[src/sv/cec_pkg.sv]
package cec_pkg;

	localparam int unsigned CountWidth = 8;
	localparam int unsigned LevelWidth = 8;
	localparam int unsigned CfgIndexWidth = 1;

	localparam logic [CountWidth-1:0] CountMax = 8'hFF;
	localparam logic [LevelWidth-1:0] WarningLevelReset = 8'd96;
	localparam logic [LevelWidth-1:0] PassiveLevelReset = 8'd128;

	typedef enum logic [1:0] {
		OP_ERROR   = 2'd0,
		OP_SUCCESS = 2'd1,
		OP_CLEAR   = 2'd2,
		OP_NONE    = 2'd3
	} op_t;

	typedef enum logic [CfgIndexWidth-1:0] {
		CFG_WARNING_LEVEL = 1'b0,
		CFG_PASSIVE_LEVEL = 1'b1
	} cfg_index_t;

	typedef struct packed {
		logic [CountWidth-1:0] rx_count;
		logic [CountWidth-1:0] tx_count;
		logic                  bus_off;
	} counters_t;

	typedef struct packed {
		logic any_warning;
		logic rx_warning;
		logic tx_warning;
		logic rx_passive;
		logic tx_passive;
		logic bus_off;
	} flags_t;

endpackage

[src/sv/cec_ifs.sv]
interface cec_cmd_if;
	logic       valid;
	logic       ready;
	logic [1:0] op;
	logic       is_transmit_error;
	logic [7:0] error_amount;

	modport source (output valid, output op, output is_transmit_error,
		output error_amount, input ready);
	modport sink (input valid, input op, input is_transmit_error,
		input error_amount, output ready);
endinterface

interface cec_status_if;
	logic       valid;
	logic       ready;
	logic [7:0] receive_count;
	logic [7:0] transmit_count;
	logic       any_warning;
	logic       receive_warning;
	logic       transmit_warning;
	logic       receive_passive;
	logic       transmit_passive;
	logic       bus_off_flag;

	modport source (output valid, output receive_count, output transmit_count,
		output any_warning, output receive_warning, output transmit_warning,
		output receive_passive, output transmit_passive, output bus_off_flag,
		input ready);
	modport sink (input valid, input receive_count, input transmit_count,
		input any_warning, input receive_warning, input transmit_warning,
		input receive_passive, input transmit_passive, input bus_off_flag,
		output ready);
endinterface

[src/sv/cec_update.sv]
module cec_update
	import cec_pkg::*;
(
	input  op_t                   op,
	input  logic                  tx_sel,
	input  logic [CountWidth-1:0] amount,
	input  counters_t             cur,
	input  logic [LevelWidth-1:0] warning_level,
	input  logic [LevelWidth-1:0] passive_level,
	output counters_t             nxt,
	output flags_t                flags
);

	logic [CountWidth:0]   sum;
	logic [CountWidth-1:0] sel_count;
	logic                  sum_ovf;
	logic [CountWidth-1:0] sat_sum;
	logic                  rx_warn_hit;
	logic                  tx_warn_hit;
	logic                  rx_pass_hit;
	logic                  tx_pass_hit;

	// One adder serves whichever counter the error selects.
	assign sel_count = tx_sel ? cur.tx_count : cur.rx_count;
	assign sum       = {1'b0, sel_count} + {1'b0, amount};
	assign sum_ovf   = sum[CountWidth];
	assign sat_sum   = sum_ovf ? CountMax : sum[CountWidth-1:0];

	always_comb begin
		nxt = cur;
		unique case (op)
			OP_ERROR: begin
				if (tx_sel) begin
					nxt.tx_count = sat_sum;
					if (sum_ovf) begin
						nxt.bus_off = 1'b1;
					end
				end else begin
					nxt.rx_count = sat_sum;
				end
			end
			OP_SUCCESS: begin
				if (cur.tx_count != '0) begin
					nxt.tx_count = cur.tx_count - CountWidth'(1);
				end
			end
			OP_CLEAR: begin
				nxt = '0;
			end
			OP_NONE: begin
				nxt = cur;
			end
			default: begin
				nxt = cur;
			end
		endcase
	end

	assign rx_warn_hit = nxt.rx_count >= warning_level;
	assign tx_warn_hit = nxt.tx_count >= warning_level;
	assign rx_pass_hit = nxt.rx_count >= passive_level;
	assign tx_pass_hit = nxt.tx_count >= passive_level;

	always_comb begin
		flags.any_warning = rx_warn_hit | tx_warn_hit;
		flags.rx_warning  = rx_warn_hit & ~rx_pass_hit;
		flags.tx_warning  = tx_warn_hit & ~tx_pass_hit;
		flags.rx_passive  = rx_pass_hit;
		flags.tx_passive  = tx_pass_hit & ~nxt.bus_off;
		flags.bus_off     = nxt.bus_off;
	end

endmodule

[src/sv/can_error_counter_status.sv]
// CAN transmit/receive error counters with derived fault-confinement flags.
// Each command word (error event, successful transmission, clear) updates
// the counters and yields exactly one status word holding both counts and
// the warning, passive and bus-off flags as they stand after the update.
// The accepting edge loads the command register, and the word moves on into
// the status register once that register is empty or being drained. Words
// flow at one per cycle while the status side takes them, through the single
// saturating 8-bit adder and level comparators between the two registers;
// the command side keeps accepting while a status word waits downstream, and
// stalls only when both registers are full and the status word is not taken.
// Write warning_level (index 0) and passive_level (index 1) only while idle.
module can_error_counter_status
	import cec_pkg::*;
(
	input  logic                     clk,
	input  logic                     arst_n,
	input  logic                     cfg_we,
	input  logic [CfgIndexWidth-1:0] cfg_index,
	input  logic [LevelWidth-1:0]    cfg_data,
	cec_cmd_if.sink                  cmd,
	cec_status_if.source             status
);

	// Configuration levels
	logic [LevelWidth-1:0] warning_level_q;
	logic [LevelWidth-1:0] passive_level_q;

	// Command register
	logic                  valid_s1;
	op_t                   op_s1;
	logic                  tx_sel_s1;
	logic [CountWidth-1:0] amount_s1;

	// Counter state
	counters_t             cnt_q;
	counters_t             cnt_nxt;
	flags_t                flags_nxt;

	// Status register
	logic                  valid_s2;
	counters_t             cnt_s2;
	flags_t                flags_s2;

	logic                  advance;
	logic                  cmd_take;

	// Move a word into the status register when it is empty or being drained.
	assign advance  = valid_s1 & (~valid_s2 | status.ready);
	assign cmd.ready = ~valid_s1 | advance;
	assign cmd_take = cmd.valid & cmd.ready;

	always_ff @(posedge clk or negedge arst_n) begin
		if (!arst_n) begin
			warning_level_q <= WarningLevelReset;
			passive_level_q <= PassiveLevelReset;
		end else if (cfg_we) begin
			unique case (cfg_index)
				CFG_WARNING_LEVEL: warning_level_q <= cfg_data;
				CFG_PASSIVE_LEVEL: passive_level_q <= cfg_data;
				default: ;
			endcase
		end
	end

	// Hold the command word until it advances.
	always_ff @(posedge clk or negedge arst_n) begin
		if (!arst_n) begin
			valid_s1 <= 1'b0;
		end else if (cmd.ready) begin
			valid_s1 <= cmd.valid;
		end
	end

	always_ff @(posedge clk) begin
		if (cmd_take) begin
			op_s1     <= op_t'(cmd.op);
			tx_sel_s1 <= cmd.is_transmit_error;
			amount_s1 <= cmd.error_amount;
		end
	end

	cec_update u_update (
		.op            (op_s1),
		.tx_sel        (tx_sel_s1),
		.amount        (amount_s1),
		.cur           (cnt_q),
		.warning_level (warning_level_q),
		.passive_level (passive_level_q),
		.nxt           (cnt_nxt),
		.flags         (flags_nxt)
	);

	// Commit the counters only when the result is captured.
	always_ff @(posedge clk or negedge arst_n) begin
		if (!arst_n) begin
			cnt_q <= '0;
		end else if (advance) begin
			cnt_q <= cnt_nxt;
		end
	end

	always_ff @(posedge clk or negedge arst_n) begin
		if (!arst_n) begin
			valid_s2 <= 1'b0;
		end else if (advance) begin
			valid_s2 <= 1'b1;
		end else if (status.ready) begin
			valid_s2 <= 1'b0;
		end
	end

	always_ff @(posedge clk) begin
		if (advance) begin
			cnt_s2   <= cnt_nxt;
			flags_s2 <= flags_nxt;
		end
	end

	assign status.valid            = valid_s2;
	assign status.receive_count    = cnt_s2.rx_count;
	assign status.transmit_count   = cnt_s2.tx_count;
	assign status.any_warning      = flags_s2.any_warning;
	assign status.receive_warning  = flags_s2.rx_warning;
	assign status.transmit_warning = flags_s2.tx_warning;
	assign status.receive_passive  = flags_s2.rx_passive;
	assign status.transmit_passive = flags_s2.tx_passive;
	assign status.bus_off_flag     = flags_s2.bus_off;

	// Counters change only when a word advances.
	a_cnt_hold: assert property (@(posedge clk) disable iff (!arst_n)
		!advance |=> $stable(cnt_q))
		else $error("counters changed without an advancing word");

	// Bus-off is only entered with the transmit counter saturated.
	a_bus_off_sat: assert property (@(posedge clk) disable iff (!arst_n)
		$rose(cnt_q.bus_off) |-> cnt_q.tx_count == CountMax)
		else $error("bus-off latched without saturated transmit counter");

	// Transmit passive is suppressed while bus-off.
	a_tx_passive: assert property (@(posedge clk) disable iff (!arst_n)
		valid_s2 |-> !(flags_s2.tx_passive && flags_s2.bus_off))
		else $error("transmit passive reported while bus-off");

	// A captured status word mirrors the committed counters.
	a_s2_match: assert property (@(posedge clk) disable iff (!arst_n)
		advance |=> cnt_s2 == cnt_q)
		else $error("status word does not match counter state");

endmodule

[src/flat_wrapper.sv]
// flat-port wrapper written by rule: the top's interface ports become plain ports
module can_error_counter_status_flat import cec_pkg::*;
  (clk, arst_n, cfg_we, cfg_index, cfg_data, cmd_valid, cmd_op, cmd_is_transmit_error, cmd_error_amount, cmd_ready, status_valid, status_receive_count, status_transmit_count, status_any_warning, status_receive_warning, status_transmit_warning, status_receive_passive, status_transmit_passive, status_bus_off_flag, status_ready);
  cec_cmd_if cmd_i ();
  cec_status_if status_i ();
  input  logic clk;
  input  logic arst_n;
  input  logic cfg_we;
  input  logic [CfgIndexWidth-1:0] cfg_index;
  input  logic [LevelWidth-1:0] cfg_data;
  input wire logic [$bits(cmd_i.valid)-1:0] cmd_valid;
  input wire logic [$bits(cmd_i.op)-1:0] cmd_op;
  input wire logic [$bits(cmd_i.is_transmit_error)-1:0] cmd_is_transmit_error;
  input wire logic [$bits(cmd_i.error_amount)-1:0] cmd_error_amount;
  output wire logic [$bits(cmd_i.ready)-1:0] cmd_ready;
  output wire logic [$bits(status_i.valid)-1:0] status_valid;
  output wire logic [$bits(status_i.receive_count)-1:0] status_receive_count;
  output wire logic [$bits(status_i.transmit_count)-1:0] status_transmit_count;
  output wire logic [$bits(status_i.any_warning)-1:0] status_any_warning;
  output wire logic [$bits(status_i.receive_warning)-1:0] status_receive_warning;
  output wire logic [$bits(status_i.transmit_warning)-1:0] status_transmit_warning;
  output wire logic [$bits(status_i.receive_passive)-1:0] status_receive_passive;
  output wire logic [$bits(status_i.transmit_passive)-1:0] status_transmit_passive;
  output wire logic [$bits(status_i.bus_off_flag)-1:0] status_bus_off_flag;
  input wire logic [$bits(status_i.ready)-1:0] status_ready;
  assign cmd_i.valid = cmd_valid;
  assign cmd_i.op = cmd_op;
  assign cmd_i.is_transmit_error = cmd_is_transmit_error;
  assign cmd_i.error_amount = cmd_error_amount;
  assign cmd_ready = cmd_i.ready;
  assign status_valid = status_i.valid;
  assign status_receive_count = status_i.receive_count;
  assign status_transmit_count = status_i.transmit_count;
  assign status_any_warning = status_i.any_warning;
  assign status_receive_warning = status_i.receive_warning;
  assign status_transmit_warning = status_i.transmit_warning;
  assign status_receive_passive = status_i.receive_passive;
  assign status_transmit_passive = status_i.transmit_passive;
  assign status_bus_off_flag = status_i.bus_off_flag;
  assign status_i.ready = status_ready;
  can_error_counter_status u_core (.clk(clk), .arst_n(arst_n), .cfg_we(cfg_we), .cfg_index(cfg_index), .cfg_data(cfg_data), .cmd(cmd_i), .status(status_i));
endmodule
[config.mk]
export PLATFORM = sky130hd
export DESIGN_NAME = can_error_counter_status_flat
export DESIGN_NICKNAME = d
export VERILOG_FILES = /design/src/sv/cec_pkg.sv /design/src/sv/cec_ifs.sv /design/src/sv/cec_update.sv /design/src/sv/can_error_counter_status.sv /design/src/flat_wrapper.sv
export SDC_FILE = /design/constraint.sdc
export NUM_CORES = 1
export LEC_CHECK = 0
export BUFFER_PORTS_ARGS = -buffer_cell sky130_fd_sc_hd__buf_4
export CORE_MARGIN = 10
export CORE_UTILIZATION = 40
export CTS_BUF_LIST = sky130_fd_sc_hd__clkbuf_8
export CTS_CLUSTER_DIAMETER = 50
export DETAILED_ROUTE_END_ITERATION = 12
export HOLD_SLACK_MARGIN = 0.02
export PLACE_DENSITY = 0.67
export RECOVER_POWER = 50
export SKIP_CTS_REPAIR_TIMING = 1
export SKIP_LAST_GASP = 1
export SLEW_MARGIN = 20
export SYNTH_ARGS = -nofsm -noshare
export SYNTH_HDL_FRONTEND = slang
export SYNTH_SLANG_ARGS = --single-unit
[constraint.sdc]
create_clock -name clk -period 4.6 [get_ports clk]
set_clock_uncertainty 0.2 [all_clocks]
set_input_delay 0.92 -clock clk [delete_from_list [all_inputs] [get_ports clk]]
set_output_delay 0.92 -clock clk [all_outputs]
set_load 0.05 [all_outputs]
==> metrics.md <==
| Metric | Value |
|---|---|
| DR vias | `3170` |
| Final core area utilization | `around 49%` |
| Crit path from | `u_core.tx_sel_s1` |
| Sequential element share of the synthesized area | `between 40% and 50%` |
| Fin crit share | `94.2%` |
| H-Tree Depth | `3` |
| Num CTS Buffers | `9` |
| Finished Cell Area | `approximately 4900 µm²` |
| Largest net degree at the start of global routing | `36` |
| Critical Path End Type | `flop` |
| Post-synth net total | `between 400 and 500` |
| Library cells used by synthesis | `between 50 and 60` |
| Gpl congestion | `slightly above 0.9` |
| Layout cells sized above 1 | `21.7%` |
| Arrival time at the worst endpoint | `4230 ps` |
| Post-synth top area share | `between 20% and 30%` |
| Clock network latency to the later pin of the worst-skew pair | `about 360 ps` |
| First drt pass iteration count | `5` |
| CP endpoint | `u_core.status.any_warning` |
| Final hold vios | `0` |
| Cell count after placement | `565` |
| Power Internal | `around 1.5 mW` |
| Layout area overhead | `18.6%` |
| Seq cells post-synth | `68` |
| Power share of the combinational group | `a little under half` |
| Power per standard cell area | `about 520 nW/µm²` |
| Clock root buffer | `clkbuf_8` |
| Drt total wl | `between 10000 and 15000 µm` |
| Non-filler cells, final | `around 590` |
| Drt first-iter violations | `roughly 200` |
| Flop2flop setup slack | `roughly 270 ps` |
| Register share of total power | `34.7%` |
| Max Slew Vio Count | `36` |
| Placed Area | `around 4600 µm²` |
| Post-synth EDFFs | `33` |
| Min cycle time layout | `around 4300 ps` |
| RSZ-0062 raised after global routing | `no` |
| Mapped Cells | `390` |
| FILL cells | `911` |
| Critical path type | `flop to flop` |
| First-pass GRT wire length | `roughly 16000 µm` |
| PortBufs | `48` |
| Setup TNS | `0 ps` |
| Top FF cell, synth | `edfxtp_1` |
| Core Region | `slightly below 10000 µm²` |
| WP data required | `between 4000 and 5000 ps` |
| Diodes inserted | `0` |
| Max_slew headroom | `-38.0%` |
| Post-synth top cells | `ha_1 (42), nand2_1 (34), edfxtp_1 (33)` |
| Worst r2r src | `u_core.tx_sel_s1` |
| Grt ovf | `0` |
| Tot GR Track Use | `roughly 14%` |
| Die area | `14700 µm²` |
| CP Max Fanout | `11` |
| Number of global-route vias before repair | `about 3100` |
| FF-to-FF path depth | `15` |
| CP startpoint kind | `flop` |
| Synth async-reset ratio | `between 50% and 60%` |
| Syn Area/Cell | `roughly 10 µm²` |
| Violated checks | `capacitance limit, slew limit` |
| Area leader, netlist | `edfxtp_1` |
| Die extent in x | `roughly 120 µm` |
| Psw | `1.05 mW` |
| Sw Ratio | `between 40% and 50%` |
| IR Drop Worst-Case VDD | `approximately 0.23 mV` |
| Core Rows | `36` |
| Clock power frac | `between 10% and 20%` |
| Synth top area cells | `edfxtp_1 (24%), dfrtp_1 (20%), ha_1 (13%), mux2_2 (4.4%), nand2_1 (3.1%)` |
| Most frequent cell after synthesis | `ha_1` |
| Drt via density | `about 5.4` |
| Post-DRT Antenna Nets | `0` |
| Leakage | `2.15 nW` |
| Worst slew pin tran | `slightly above 2000 ps` |
| Clock transition at the registers of the reported paths | `approximately 70 ps` |
| F_max | `approximately 230 MHz` |
| Initial antenna violation count | `0` |
| Post-DP HPWL | `approximately 7600 µm` |
| Worst r2r dst | `u_core.status.any_warning` |
| Residual DRC | `0` |
| Max cap viols | `1` |
| Run status | `finished, violations left` |
| Routed WL per cell | `approximately 17 µm` |
| Worst Hold Class | `flop to flop` |
| YS warnings | `0` |
| Starting Density | `~41%` |
| CTS sink cnt | `slightly below 70` |
| Final setup violation count | `0` |
| Final nets | `between 500 and 600` |
| Height of the die | `roughly 120 µm` |
| Synth Cell Area | `about 4100 µm²` |
| CTS Buffer Depth | `2` |
| TritonCTS clock tree | `built` |
| I/O pin cnt | `49` |
-- cells in the final DEF (no fill, tap or decap), types with 3 or more instances in the layout --
master,instances
nor2b_1,5
dfrtp_1,32
clkbuf_8,9
edfxtp_1,33
dfstp_2,3
nand2b_1,8
clkbuf_1,4
xor2_1,3
or3_1,3
nand2_1,34
ha_1,42
nand3b_1,3
o21ai_1,21
nand3_1,6
nor3_1,6
nor2_1,29
o21ai_0,17
a211oi_1,5
a31oi_1,5
o31ai_1,6
buf_4,43
inv_1,23
a21oi_1,14
mux2_2,16
o21a_1,6
clkbuf_4,12
a21o_1,7
-- sequential cells by signal, indices dropped and copies added, names as in the netlist --
name and count:
u_core.status.transmit_warning 1, u_core.cnt_q 17, u_core.status.receive_warning 1, u_core.warning_level_q 8, u_core.status.valid 1, u_core.status.receive_passive 1, u_core.status.transmit_passive 1, u_core.status.bus_off_flag 1
u_core.amount_s1 8, u_core.op_s1 2, u_core.status.any_warning 1, u_core.valid_s1 1, u_core.status.transmit_count 8, u_core.tx_sel_s1 1, u_core.status.receive_count 8, u_core.passive_level_q 8
-- power groups by stage --
stage	Sequential (mW)	Clock (mW)	Combinational (mW)
detailed placement	0.890	0	1.12
global route	0.895	0.532	1.29
global placement	0.889	0	1.10
floorplan	0.994	0	0.684
CTS	0.879	0.504	1.13
finish	0.879	0.498	1.16
-- worst min path at each step --
stage	start	endpoint	slack (ps)	cells past startpoint
6_report	u_core.valid_s1	u_core.status.valid	300	1
5_1_grt	u_core.passive_level_q[2]	u_core.passive_level_q[2]	330	1
4_1_cts	u_core.passive_level_q[3]	u_core.passive_level_q[3]	310	1
3_5_place_dp	u_core.passive_level_q[3]	u_core.passive_level_q[3]	290	1
3_3_place_gp	u_core.valid_s1	u_core.status.valid	280	1
2_1_floorplan	u_core.valid_s1	u_core.status.valid	260	1
-- routing by layer --
layer | GRT usage [%] | wire (µm) | share of wire (%)
met3 | 3.21 | 646 | 6.3
met1 | 18.7 | 4720 | 46
met2 | 21.4 | 4640 | 45
met4 | 6.56 | 212 | 2.1
met5 | 0 | 0 | 0
-- cell families (layout without fill, tap and decap cells) --
kind of cell	count (synthesis)	count (layout)	share of synthesized area, %
XOR/XNOR	5	5	1.07
buffers and inverters	35	97	3.30
multiplexers	20	20	5.54
adder cells (fa/ha/maj)	43	43	13.3
AND/OR/NAND/NOR	110	110	13.3
flip-flops	68	68	45.7
AO/OA/AOI/OAI	109	109	17.7
-- area by class of cell --
class / count / area, µm² / area share [%]
multi-input cells: 287 / 2110 / 43.6
flip-flops and latches: 68 / 1870 / 38.6
clock buffers: 9 / 124 / 2.55
repair buffers: 59 / 428 / 8.82
inverters: 22 / 82.6 / 1.70
well taps: 133 / 166 / 3.43
clock inverters: 7 / 67.6 / 1.39
-- critical path, cell delays in order (launching register included) --
cell and delay [ps]:
edfxtp_1 470, buf_4 180, buf_4 130, mux2_2 270
ha_1 290, and3_4 200, a221oi_4 80, a211oi_4 530
buf_4 220, nor2_1 60, o21ai_1 260, ha_1 290
a21o_1 160, a21o_1 190, a221oi_1 380, o21ai_1 140
-- stage by stage --
| stage | hold WS, ps | power (mW) | worst slack, ps |
|---|---|---|---|
| after floorplan | 257 | 1.68 | 251 |
| after global placement | 279 | 1.99 | 184 |
| after detailed placement | 294 | 2.01 | 14.5 |
| after CTS | 312 | 2.52 | -2.09 |
| after global routing | 325 | 2.72 | 17.2 |
| final | 303 | 2.54 | 267 |
(Power assumes the default switching activity.)
